### config.mk
export PLATFORM = sky130hd
export DESIGN_NAME = arc_cell
export DESIGN_NICKNAME = d
export VERILOG_FILES = /design/src/rtl/arc_pkg.sv /design/src/rtl/arc_cell.sv
export SDC_FILE = /design/constraint.sdc
export NUM_CORES = 1
export LEC_CHECK = 0
export ABC_AREA = 1
export BUFFER_PORTS_ARGS = -buffer_cell sky130_fd_sc_hd__buf_2
export CORE_MARGIN = 2
export CORE_UTILIZATION = 25
export CTS_CLUSTER_DIAMETER = 30
export DETAILED_ROUTE_END_ITERATION = 8
export GPL_ROUTABILITY_DRIVEN = 0
export SETUP_SLACK_MARGIN = 0.3
export SLEW_MARGIN = 15
export SYNTH_ARGS = -nofsm -noshare
export SYNTH_HDL_FRONTEND = slang
export SYNTH_SLANG_ARGS = --single-unit
### constraint.sdc
create_clock -name clk -period 5.65 [get_ports clk]
set_input_delay 0 -clock clk [delete_from_list [all_inputs] [get_ports clk]]
set_output_delay 0 -clock clk [all_outputs]
set_load 0.01 [all_outputs]
### src/rtl/arc_pkg.sv
// ----------------------------------------------------------------------------
// arc_pkg
// Types, codes and constants shared by the ARP resolution cache.
// ----------------------------------------------------------------------------
package arc_pkg;

	localparam logic [1:0] ACT_SEND = 2'd0;
	localparam logic [1:0] ACT_RECV = 2'd1;
	localparam logic [1:0] ACT_TICK = 2'd2;

	localparam logic [1:0] KIND_IPV4 = 2'd0;
	localparam logic [1:0] KIND_ARP  = 2'd1;
	localparam logic [1:0] KIND_UP   = 2'd2;

	localparam logic [1:0] OP_NONE  = 2'd0;
	localparam logic [1:0] OP_REQ   = 2'd1;
	localparam logic [1:0] OP_REPLY = 2'd2;

	localparam logic [15:0] ARP_OP_REQUEST = 16'd1;
	localparam logic [15:0] ARP_OP_REPLY   = 16'd2;
	localparam logic [15:0] ET_IPV4 = 16'h0800;
	localparam logic [15:0] ET_ARP  = 16'h0806;
	localparam logic [47:0] MAC_BCAST = 48'hFFFF_FFFF_FFFF;

	localparam logic [1:0] REG_LOCAL_MAC = 2'd0;
	localparam logic [1:0] REG_LOCAL_IP  = 2'd1;
	localparam logic [1:0] REG_LIFETIME  = 2'd2;
	localparam logic [1:0] REG_HOLD      = 2'd3;

	localparam logic [31:0] LIFETIME_RST = 32'd30000;
	localparam logic [31:0] HOLD_RST     = 32'd5000;

	typedef struct packed {
		logic [1:0]  action;
		logic [31:0] hop_ip;
		logic [15:0] dgram_tag;
		logic [47:0] frame_dst_mac;
		logic [15:0] frame_ethertype;
		logic [15:0] arp_op;
		logic [31:0] arp_sender_ip;
		logic [47:0] arp_sender_mac;
		logic [31:0] arp_target_ip;
		logic [31:0] elapsed_ms;
	} in_t;

	typedef struct packed {
		logic [1:0]  out_kind;
		logic [47:0] dest_mac;
		logic [15:0] ether_type;
		logic [1:0]  out_arp_op;
		logic [47:0] out_target_mac;
		logic [31:0] out_target_ip;
		logic [15:0] out_tag;
		logic        last;
	} out_t;

	// controls broadcast to one row of entry cells
	typedef struct packed {
		logic        wr;
		logic        age;
		logic [31:0] look;
		logic [31:0] key;
		logic [31:0] life;
		logic [31:0] elapsed;
	} cell_ctl_t;

	typedef enum logic [2:0] {
		S_IDLE,
		S_DISPATCH,
		S_SCAN,
		S_EVICT,
		S_FLUSH
	} state_t;

endpackage

### src/rtl/arc_cell.sv
// ----------------------------------------------------------------------------
// arc_cell
// One table entry: key, data, time left and valid; matches and ages locally.
// ----------------------------------------------------------------------------
module arc_cell #(
	parameter int DATA_W = 48
) (
	input  logic                clk,
	input  logic                arst_n,
	input  arc_pkg::cell_ctl_t  ctl,
	input  logic                sel,
	input  logic [DATA_W-1:0]   wr_data,
	output logic                valid,
	output logic [31:0]         key,
	output logic [DATA_W-1:0]   data,
	output logic [31:0]         left,
	output logic                hit
);
	logic        valid_q;
	logic [31:0] key_q;
	logic [DATA_W-1:0] data_q;
	logic [31:0] left_q;

	always_ff @(posedge clk or negedge arst_n) begin
		if (!arst_n) begin
			valid_q <= 1'b0;
		end else if (ctl.wr && sel) begin
			valid_q <= 1'b1;
		end else if (ctl.age && valid_q && left_q <= ctl.elapsed) begin
			valid_q <= 1'b0;
		end
	end

	always_ff @(posedge clk) begin
		if (ctl.wr && sel) begin
			key_q  <= ctl.key;
			data_q <= wr_data;
			left_q <= ctl.life;
		end else if (ctl.age && valid_q && left_q > ctl.elapsed) begin
			left_q <= left_q - ctl.elapsed;
		end
	end

	assign valid = valid_q;
	assign key   = key_q;
	assign data  = data_q;
	assign left  = left_q;
	assign hit   = valid_q && (key_q == ctl.look);

endmodule

* Word-level counts from Yosys, hierarchy flattened *
Index checks and enable logic that the tools add are counted.

operators by class
  add/sub/neg operators = 1
  magnitude comparators = 2
  equal/unequal tests = 1
  mux-type cells = 4
  reductions and logical operators = 7

operator list
  operator             number
  $mux W32             2
  $eq A32 B32 Y1       1
  $gt A32 B32 Y1       1
  $le A32 B32 Y1       1
  $sub A32 B32 Y32     1
  $logic_and A1 B1 Y1  5
  $reduce_bool A2 Y1   2
  $mux W1              2

storage, ports and cells
  flip-flop bits (word level) = 113
  input port bits = 181
  output and inout bits = 114
  logic and storage cells = 19

* Depth between registers and ports, before layout *
Gate-level depths: netlist (run 1).

  depth in word-level cells = 4
  mapped depth = 16
  depth with buffers taken out = 16

* Worst setup path before layout (run 1) *
Ideal clock, no wire load.

  path type = reg2reg
  start point = reg left_q[0], in the netlist left[0]
  end point = reg left_q[0], in the netlist left[0] (enable)
  library setup time = 0.425 ns
  data arrival time = 2.936 ns
  data required time = 5.225 ns
  slack = 2.289 ns
  cell stages (with the launch flop) = 15
  buffers on the path = 0
  clock period less this slack = 3.361 ns
  cell sequence = edfxtp_1 > inv_1 > ha_1 > inv_1 > fa_1 > nand2_1 > nand2_1 > nand3_2 > nand2_2 > nand2_2 > nand2_2 > nand2_2 > nand2_2 > nand2_2 > o21ai_1

on the way
  longest elaborated chain between the ends = 3

ends and longest elaborated chain
  what                                 line            text
  start: declaration                   arc_cell.sv:22  logic [31:0] left_q;
  start signal: assignment             arc_cell.sv:38  left_q <= ctl.life;
  start signal: assignment             arc_cell.sv:40  left_q <= left_q - ctl.elapsed;
  $gt A32 B32 Y1                       arc_cell.sv:39  end else if (ctl.age && valid_q && left_q > ctl.elapsed) begin
  $logic_and A1 B1 Y1                  arc_cell.sv:39
  $reduce_bool A2 Y1 (no source line)  -

Every way passes these cells.
A chain may end at the register's enable or synchronous reset.

* Final worst setup path (run 1) *
  start point = reg left_q[0], in the netlist left[0]
  end point = reg left_q[3], in the netlist left[3] (enable)

The elaborated chain is that of the path after synthesis.

==> results of run 1 <==
[power by group through the flow]
stage | clock (mW) | combinational [mW] | sequential [mW]
2_1_floorplan | 0 | 0.558 | 1.14
3_3_place_gp | 0 | 0.918 | 1.10
3_5_place_dp | 0 | 0.926 | 1.10
4_1_cts | 1.16 | 0.995 | 1.09
5_1_grt | 1.19 | 1.11 | 1.10
6_report | 1.14 | 0.990 | 1.09
[cell families after synthesis]
family	Yosys count	synth area share [%]
and+or+nand+nor	421	26.6
buffers and inverters	169	9.42
DFF	113	50.1
AOI/OAI and AO/OA	58	4.79
xor gates and xnor gates	22	2.85
adders and majority gates	33	6.22
[registers in the layout, summed over array words and instances (netlist names)]
register and cells:
data 48, key 32, left 32, valid 1
[per-layer routing]
metal,up-vias,share of wire [%]
met4,0,2.9
met2,255,48
met1,3035,43
met3,35,6.2
li1,3438,-
met5,-,0
[tightest hold or removal path: stages]
cell and delay (ns):
buf_2 0.10, ha_1 0.14, o21ai_0 0.09
[layout make-up]
type | count | area [µm²] | share of cell area, %
inverter | 162 | 611 | 5.86
clock inverter | 15 | 189 | 1.81
antenna | 2 | 5.00 | 0.0480
tap | 341 | 427 | 4.09
clock buffer | 17 | 425 | 4.08
sequential | 113 | 3390 | 32.5
multi-input combinational | 534 | 2740 | 26.3
timing repair buffer | 412 | 2650 | 25.4
[final timing paths]
check | from | to | slack, ns | cells past startpoint
hold reg to reg | valid | valid | 0.66 | 2
hold / removal | ctl[0] | left[0] | 0.1 | 3
setup / recovery | left[0] | left[3] | 2.69 | 15
setup reg to reg | left[0] | left[3] | 2.69 | 15
min in group asynchronous | arst_n | valid | 0.51 | 3
max in group asynchronous | arst_n | valid | 5.04 | 3
[metrics by stage]
stage	cells	utilization [%]	area [µm²]	worst slack, ns
after floorplan	816	-	6760	2.29
after global placement	1447	32.4	8660	2.77
after detailed placement	1447	32.4	8660	2.64
after CTS	1594	39.0	10400	2.62
after global routing	1596	39.0	10400	2.42
final	1596	39.0	10400	2.69
[synth_stat cells, drive strengths merged (5+ instances only)]
cell type | count | area share [%]
nor2 | 46 | 2.9
nand3 | 36 | 2.7
nand3b | 10 | 1.1
xnor2 | 16 | 2.1
a21oi | 22 | 1.7
xor2 | 6 | 0.78
inv | 162 | 9.0
o21ai | 22 | 1.6
clkbuf | 5 | 0.28
nand2 | 313 | 18
o22ai | 7 | 0.65
edfxtp | 112 | 50
ha | 32 | 5.9
[repair_timing]
item / in CTS / in global routing
resized for setup: 0 / 0
endpoints found under the hold margin: 114 / 0
hold buffers: 115 / 0
==> flow_summary.ini, run 1 <==
[global_route]
grt_overflow_total = 0
top_usage_layer = met2
antenna_found_initial = 2
grt_max_degree = 75
met3_usage_pct = 4.25
grtUsageMet1_pct = 19.9
grt_pass1_vias = 6999
grt_usage_pct = 16.4
grt_pass1_wl_mm = 36.0
grt_util_met2_pct = 28.0

[clocking]
ctsHtreeMaxLevel = 4
cts_tree = yes
cts_root_buf = clkbuf_16
clockBufferDepth = 2
post_cts_buffers = 0
cts_sinks = 113
numCtsBuffers = 17
clk_pin_slew_ns = 0.06
clock_latency_ns = 0.42

[pwr]
p_leak_nw = 5.30
p_switching_mw = 1.10
p_seq_share_pct = 33.8
p_total_mw = 3.22
comb_power_share_pct = 30.8
power_frac_clock_pct = 35.4
ir_worst_vdd_mv = 0.196
swShare_pct = 34.2
pwr_density_cell_nw_per_um2 = 309
internal-power_mw = 2.12

[critical_path]
cp_common_cell = nand2_2
crit_chain = inv_1 -> ha_1 -> inv_1 -> fa_1 -> nand2_1 -> nand2_1 -> nand3_2 -> nand2_2 -> nand2_2 -> nand2_2 -> nand2_2 -> nand2_2 -> nand2_2 -> o21ai_2 -> buf_4
cp-start-kind = flop
crit_type = flop to flop
crit_fanout = 22
cpPeakStageDelay_ns = 0.57
slowest_stage = o21ai_2
cp.arrival_ns = 3.03
cp.required_ns = 5.72
critPathBufInv = 3
endpoint_kind = flop
crit_family = simple AND/OR/NAND/NOR gates

[final_layout]
final_common_cell = buf_2
syn_to_final_growth_pct = 54.3
num-fill-cells = 2716
drive_gt1_share_pct = 29.5
nets = 1454
final_cell_mix = buf_2 (294), nand2_1 (292), inv_1 (157)

[timing]
clock_skew_ns = 0.0123
fmax_mhz = 338
fin_crit_ns = 2.96
hold_viol = 0
setup_tns_ns = 0
worst_pin_slew_ns = 0.959
fin_crit_sh_pct = 52.4
rsz0062_at_grt = no
whs_ns = 0.0994
setup_viol = 0
slew_viol_final = 0
slew_headroom_pct = 36.1

[route]
dr.pass1.iters = 5
antenna_left = 0
detail_route.wl_per_cell_um = 14.7
vias = 6763
drtIter0Drc = 396
routed_via_density = 4.24
remaining_drc_errors = 0
wirelength_mm = 23.5

[logic_synthesis]
synthFlopType = edfxtp_1
synth_area_per_cell_um2 = 8.28
ys_seq_area_share_pct = 50.1
syn-cell-area_um2 = 6760
synthCells = 816
postSynth.asyncResetShare_pct = 0.885
syn_nets = 1030
ys_ff_latch = 113
synth_edf_count = 112
yosys_warnings = 0
ys_types = 37

[placed_design]
hpwlAfterDp_mm = 18.0
numPortBuffers = 294

[die]
pin_count = 295
die_area_um2 = 28400
core_region_area_um2 = 26700
die_y_um = 168
num_rows = 60
start_util_pct = 25.3
fp.dieW_um = 168

[worst_hold_path]
min_path_type = input port to flop

[job]
drv_cap = 0

[outcome]
status = finished, final reports clean
No activity file was read; power rests on OpenSTA's default activity.
==> inputs of run 2 (changes only) <==
==> constraint.sdc (replaced) <==
create_clock -name clk -period 2.7 [get_ports clk]
set_input_delay 0 -clock clk [delete_from_list [all_inputs] [get_ports clk]]
set_output_delay 0 -clock clk [all_outputs]
set_load 0.01 [all_outputs]
==> flow_summary.ini, run 2 (synthesis gave the netlist of run 1 again) <==
[die]
fp.dieW_um = 168
pin_count = 295
num_rows = 60
core_region_area_um2 = 26700
die_area_um2 = 28400
die_y_um = 168
start_util_pct = 25.3

[final_layout]
final_cell_mix = buf_2 (294), nand2_1 (290), inv_1 (156)
largest_register_ffs = 48
drive_gt1_share_pct = 31.0
syn_to_final_growth_pct = 57.1
nets = 1456
final_common_cell = buf_2
fin_cells = 1598

[placed_design]
hpwlAfterDp_mm = 18.4
numPortBuffers = 294
dp_cells = 1450

[route]
wirelength_mm = 24.1
dr.pass1.iters = 5
remaining_drc_errors = 0
routed_via_density = 4.20
detail_route.wl_per_cell_um = 15.1
vias = 6717
drtIter0Drc = 334
antenna_left = 0

[critical_path]
crit_type = flop to flop
endpoint_kind = flop
crit_fanout = 20
cp-start-kind = flop
cp.required_ns = 2.81
cp.arrival_ns = 2.36

[timing]
fin_crit_sh_pct = 83.5
worst_pin_slew_ns = 0.611
clock_skew_ns = 0.0101
setup_tns_ns = 0
fmax_mhz = 444
hold_viol = 1
fin_crit_ns = 2.25
whs_ns = -0.00599
setup_viol = 0
rsz0062_at_grt = yes
slew_viol_final = 0
slew_headroom_pct = 59.3

[pwr]
ir_worst_vdd_mv = 0.346
pwr_density_cell_nw_per_um2 = 646
p_total_mw = 6.86
p_leak_nw = 5.33

[outcome]
violations = negative hold slack
status = complete, but fails checks

[clocking]
numCtsBuffers = 17
clock_latency_ns = 0.41
ctsHtreeMaxLevel = 4
clk_pin_slew_ns = 0.06
clockBufferDepth = 2
post_cts_buffers = 0
cts_tree = yes
cts_root_buf = clkbuf_16
cts_sinks = 113

[global_route]
grt_overflow_total = 0
grt_pass1_wl_mm = 37.0
grt_max_degree = 53
grt_pass1_vias = 7172
antenna_found_initial = 3
grt_usage_pct = 16.9

[job]
drv_cap = 0

[worst_hold_path]
min_path_type = input port to asynchronous set/reset pin
-- run 2: cell types whose count changed in the layout (fill, tap and decap cells not counted), sizes merged --
cell         delta
dlygate4sd3     -1
bufinv          +1
clkinvlp        -1
inv             -3
buf             +3
clkinv          +3
-- run 2: routing by layer --
metal	routed length (µm)	part of all wire, %	vias to the layer above	GRT usage (%)
met1	9990	41	2975	20.1
met4	842	3.5	2	7.23
met5	16	0.066	-	0
met2	11600	48	254	28.7
li1	-	-	3436	-
met3	1720	7.1	50	4.65
-- run 2: cell type report --
| class | count | area, µm² |
|---|---|---|
| clock buffers | 17 | 425 |
| well taps | 341 | 427 |
| inverters | 162 | 611 |
| flip-flops and latches | 113 | 3390 |
| clock inverters | 15 | 196 |
| fillers | 2729 | 16100 |
| multi-input cells | 534 | 2880 |
| repair buffers | 414 | 2690 |
| diodes | 2 | 5.00 |
-- run 2: worst paths after layout --
check | start | to | slack (ns) | cells after the start
worst min-delay path | arst_n | valid | -0.006 | 2
min in group clk | ctl[0] | left[0] | 0.12 | 3
max in group asynchronous | arst_n | valid | 2.62 | 2
worst min register to register | valid | valid | 0.63 | 2
worst max-delay path | left[0] | left[27] | 0.45 | 15
worst max register to register | left[0] | left[27] | 0.45 | 15
-- run 2: stage by stage --
step	util (%)	setup WS [ns]	area (µm²)
2_1_floorplan	-	0.286	6870
3_3_place_gp	32.9	0.429	8800
3_5_place_dp	32.9	0.348	8800
4_1_cts	39.5	0.322	10600
5_1_grt	39.7	0.296	10600
6_report	39.7	0.445	10600
-- run 2: timing repair --
action | in CTS | in global routing
resized for setup | 0 | 8
endpoints found under the setup margin | 0 | 32
hold buffers | 114 | 0
endpoints found under the hold margin | 114 | 0
-- run 2: where the power goes --
| group | total, mW | leakage [nW] | switching, mW | internal (mW) |
|---|---|---|---|---|
| Clock | 2.42 | 0.307 | 0.938 | 1.48 |
| Combinational | 2.15 | 3.95 | 1.25 | 0.899 |
| Sequential | 2.29 | 1.07 | 0.108 | 2.18 |
| Total | 6.86 | 5.33 | 2.29 | 4.57 |
-- run 2: worst max-delay path, stage by stage (launching register included) --
cell	delay, ns
edfxtp_1	0.35
inv_1	0.05
ha_2	0.16
inv_2	0.07
fa_2	0.21
nand2_2	0.06
nand2_2	0.08
nand3_2	0.08
nand2_2	0.11
nand2_2	0.06
nand2_2	0.10
nand2_2	0.06
nand2_2	0.05
nand2_2	0.07
o21ai_4	0.21
buf_12	0.21
==> inputs of run 3 (changes only) <==
==> constraint.sdc (replaced) <==
create_clock -name clk -period 2.2 [get_ports clk]
set_input_delay 0 -clock clk [delete_from_list [all_inputs] [get_ports clk]]
set_output_delay 0 -clock clk [all_outputs]
set_load 0.01 [all_outputs]
==> flow_summary.ini, run 3 (synthesis gave the netlist of run 1 again) <==
[outcome]
status = complete, but fails checks
violations = negative setup slack

[critical_path]
endpoint_kind = flop
cp.required_ns = 2.37
cp-start-kind = flop
cp_common_cell = nand2_2
cp.arrival_ns = 2.43
crit_fanout = 7
regToRegSetupSlack_ns = -0.06
reg2reg_depth = 16
crit_chain = inv_1 -> ha_2 -> inv_2 -> fa_2 -> nand2_2 -> nand2_2 -> nand3_2 -> nand2_2 -> nand2_2 -> nand2_2 -> nand2_2 -> nand2_2 -> nand2_4 -> o21ai_4 -> buf_12 -> buf_12
crit_type = flop to flop
slowest_stage = edfxtp_1
cpPeakStageDelay_ns = 0.40
r2r_start = left[0]
rr_endpoint = left[30]

[die]
num_rows = 60
fp.dieW_um = 168
start_util_pct = 25.3
pin_count = 295
die_y_um = 168
die_area_um2 = 28400
core_region_area_um2 = 26700

[route]
remaining_drc_errors = 0
detail_route.wl_per_cell_um = 15.1
dr.pass1.iters = 5
vias = 7112
wirelength_mm = 25.0
antenna_left = 0
drtIter0Drc = 373
routed_via_density = 4.28

[placed_design]
hpwlAfterDp_mm = 18.0
dp_cells = 1482
numPortBuffers = 294

[timing]
worst_pin_slew_ns = 0.491
hold_viol = 0
setup_viol = 38
worst_slack_ns = -0.0580
setup_tns_ns = -1.44
fin_crit_ns = 2.26
slew_headroom_pct = 67.0
slew_viol_final = 0
fin_crit_sh_pct = 103
rsz0062_at_grt = yes
clock_skew_ns = 0.0113
whs_ns = 0.150
fmax_mhz = 443

[global_route]
grt_pass1_vias = 7405
grt_max_degree = 66
grt_pass1_wl_mm = 37.9
grt_usage_pct = 17.2
antenna_found_initial = 3
grt_overflow_total = 0

[final_layout]
multi_input_area_um2 = 3480
fin_cells = 1662
regArea_um2 = 3390
syn_to_final_growth_pct = 74.2
final_common_cell = buf_2
num-fill-cells = 2572
drive_gt1_share_pct = 41.1
nets = 1520
largest_register_ffs = 48
final_cell_mix = buf_2 (294), nand2_1 (246), inv_1 (154)

[clocking]
cts_tree = yes
numCtsBuffers = 17
clockBufferDepth = 2
cts_sinks = 113
clock_latency_ns = 0.41
clk_pin_slew_ns = 0.06
ctsHtreeMaxLevel = 4
cts_root_buf = clkbuf_16

[pwr]
ir_worst_vdd_mv = 0.437
p_leak_nw = 5.88
pwr_density_cell_nw_per_um2 = 769

[worst_hold_path]
hold_path.startpoint = ctl[0]
worstHoldEndpoint = left[0]
hold_depth = 3
min_path_type = input port to flop

[job]
drv_cap = 0
-- run 3: changes by cell type in the layout (fill, tap and decap cells not counted), moves of 7 or more --
| cell | before | now |
|---|---|---|
| nand2_4 | 0 | 23 |
| a21oi_1 | 21 | 10 |
| a21oi_2 | 1 | 11 |
| buf_6 | 1 | 8 |
| ha_1 | 21 | 10 |
| xnor2_1 | 16 | 8 |
| nand2_1 | 290 | 246 |
| buf_4 | 3 | 52 |
| nand2_2 | 23 | 43 |
| ha_4 | 10 | 21 |
-- run 3: worst max path at each step --
| stage | startpoint | end | slack (ns) | cells after the start |
|---|---|---|---|---|
| after floorplan | left[0] | left[0] | -0.21 | 14 |
| after global placement | left[21] | left[8] | 0.04 | 10 |
| after detailed placement | left[0] | left[11] | -0.02 | 15 |
| after CTS | left[0] | left[30] | -0.02 | 16 |
| after global routing | left[11] | left[30] | -0.17 | 13 |
| final | left[0] | left[30] | -0.06 | 16 |
-- run 3: area by class of cell --
class / count / share of cell area [%]
diodes: 2 / 0.0425
clock buffers: 17 / 3.61
flip-flops and latches: 113 / 28.8
well taps: 341 / 3.62
repair buffers: 478 / 28.1
multi-input cells: 534 / 29.6
clock inverters: 15 / 1.07
inverters: 162 / 5.18
-- run 3: worst max-delay path: cells and delay by family, from the launching register on --
kind                       cells  cell delay, ns
adders and majority gates      2            0.51
buffers and inverters          4            0.43
AOI/OAI and AO/OA              1            0.07
and+or+nand+nor                9            0.63
DFF                            1            0.40
-- run 3: repair_timing --
action                     in CTS  in global routing
hold endpoints to repair      114                  0
pin swaps                      28                 21
resized for setup              85                 59
hold buffers                  115                  0
buffers inserted               19                  8
gates cloned                    4                  0
setup endpoints to repair      58                 61
-- run 3: per-layer routing --
metal / part of all wire [%] / global-route usage [%] / wire length, µm
met1: 41 / 20.2 / 10200
met2: 51 / 30.2 / 12700
met3: 6.5 / 4.65 / 1620
met4: 1.9 / 6.37 / 484
met5: 0.052 / 0 / 13
-- run 3: where the power goes --
group | total [mW] | switching (mW) | leakage [nW] | internal, mW
sequential | 2.82 | 0.140 | 1.07 | 2.68
combinational | 3.60 | 1.91 | 4.53 | 1.69
clock | 2.64 | 1.16 | 0.276 | 1.48
total | 9.05 | 3.21 | 5.88 | 5.85
-- run 3: per-stage QoR --
stage / utilization (%) / total power, mW / cell area (µm²) / setup WS, ns
3_5_place_dp: 34.0 / 5.49 / 9080 / -0.0213
2_1_floorplan: - / 4.43 / 6870 / -0.214
4_1_cts: 42.8 / 8.84 / 11400 / -0.0153
6_report: 44.1 / 9.05 / 11800 / -0.0580
5_1_grt: 44.1 / 9.57 / 11800 / -0.169
3_3_place_gp: 34.0 / 5.46 / 9080 / 0.0382
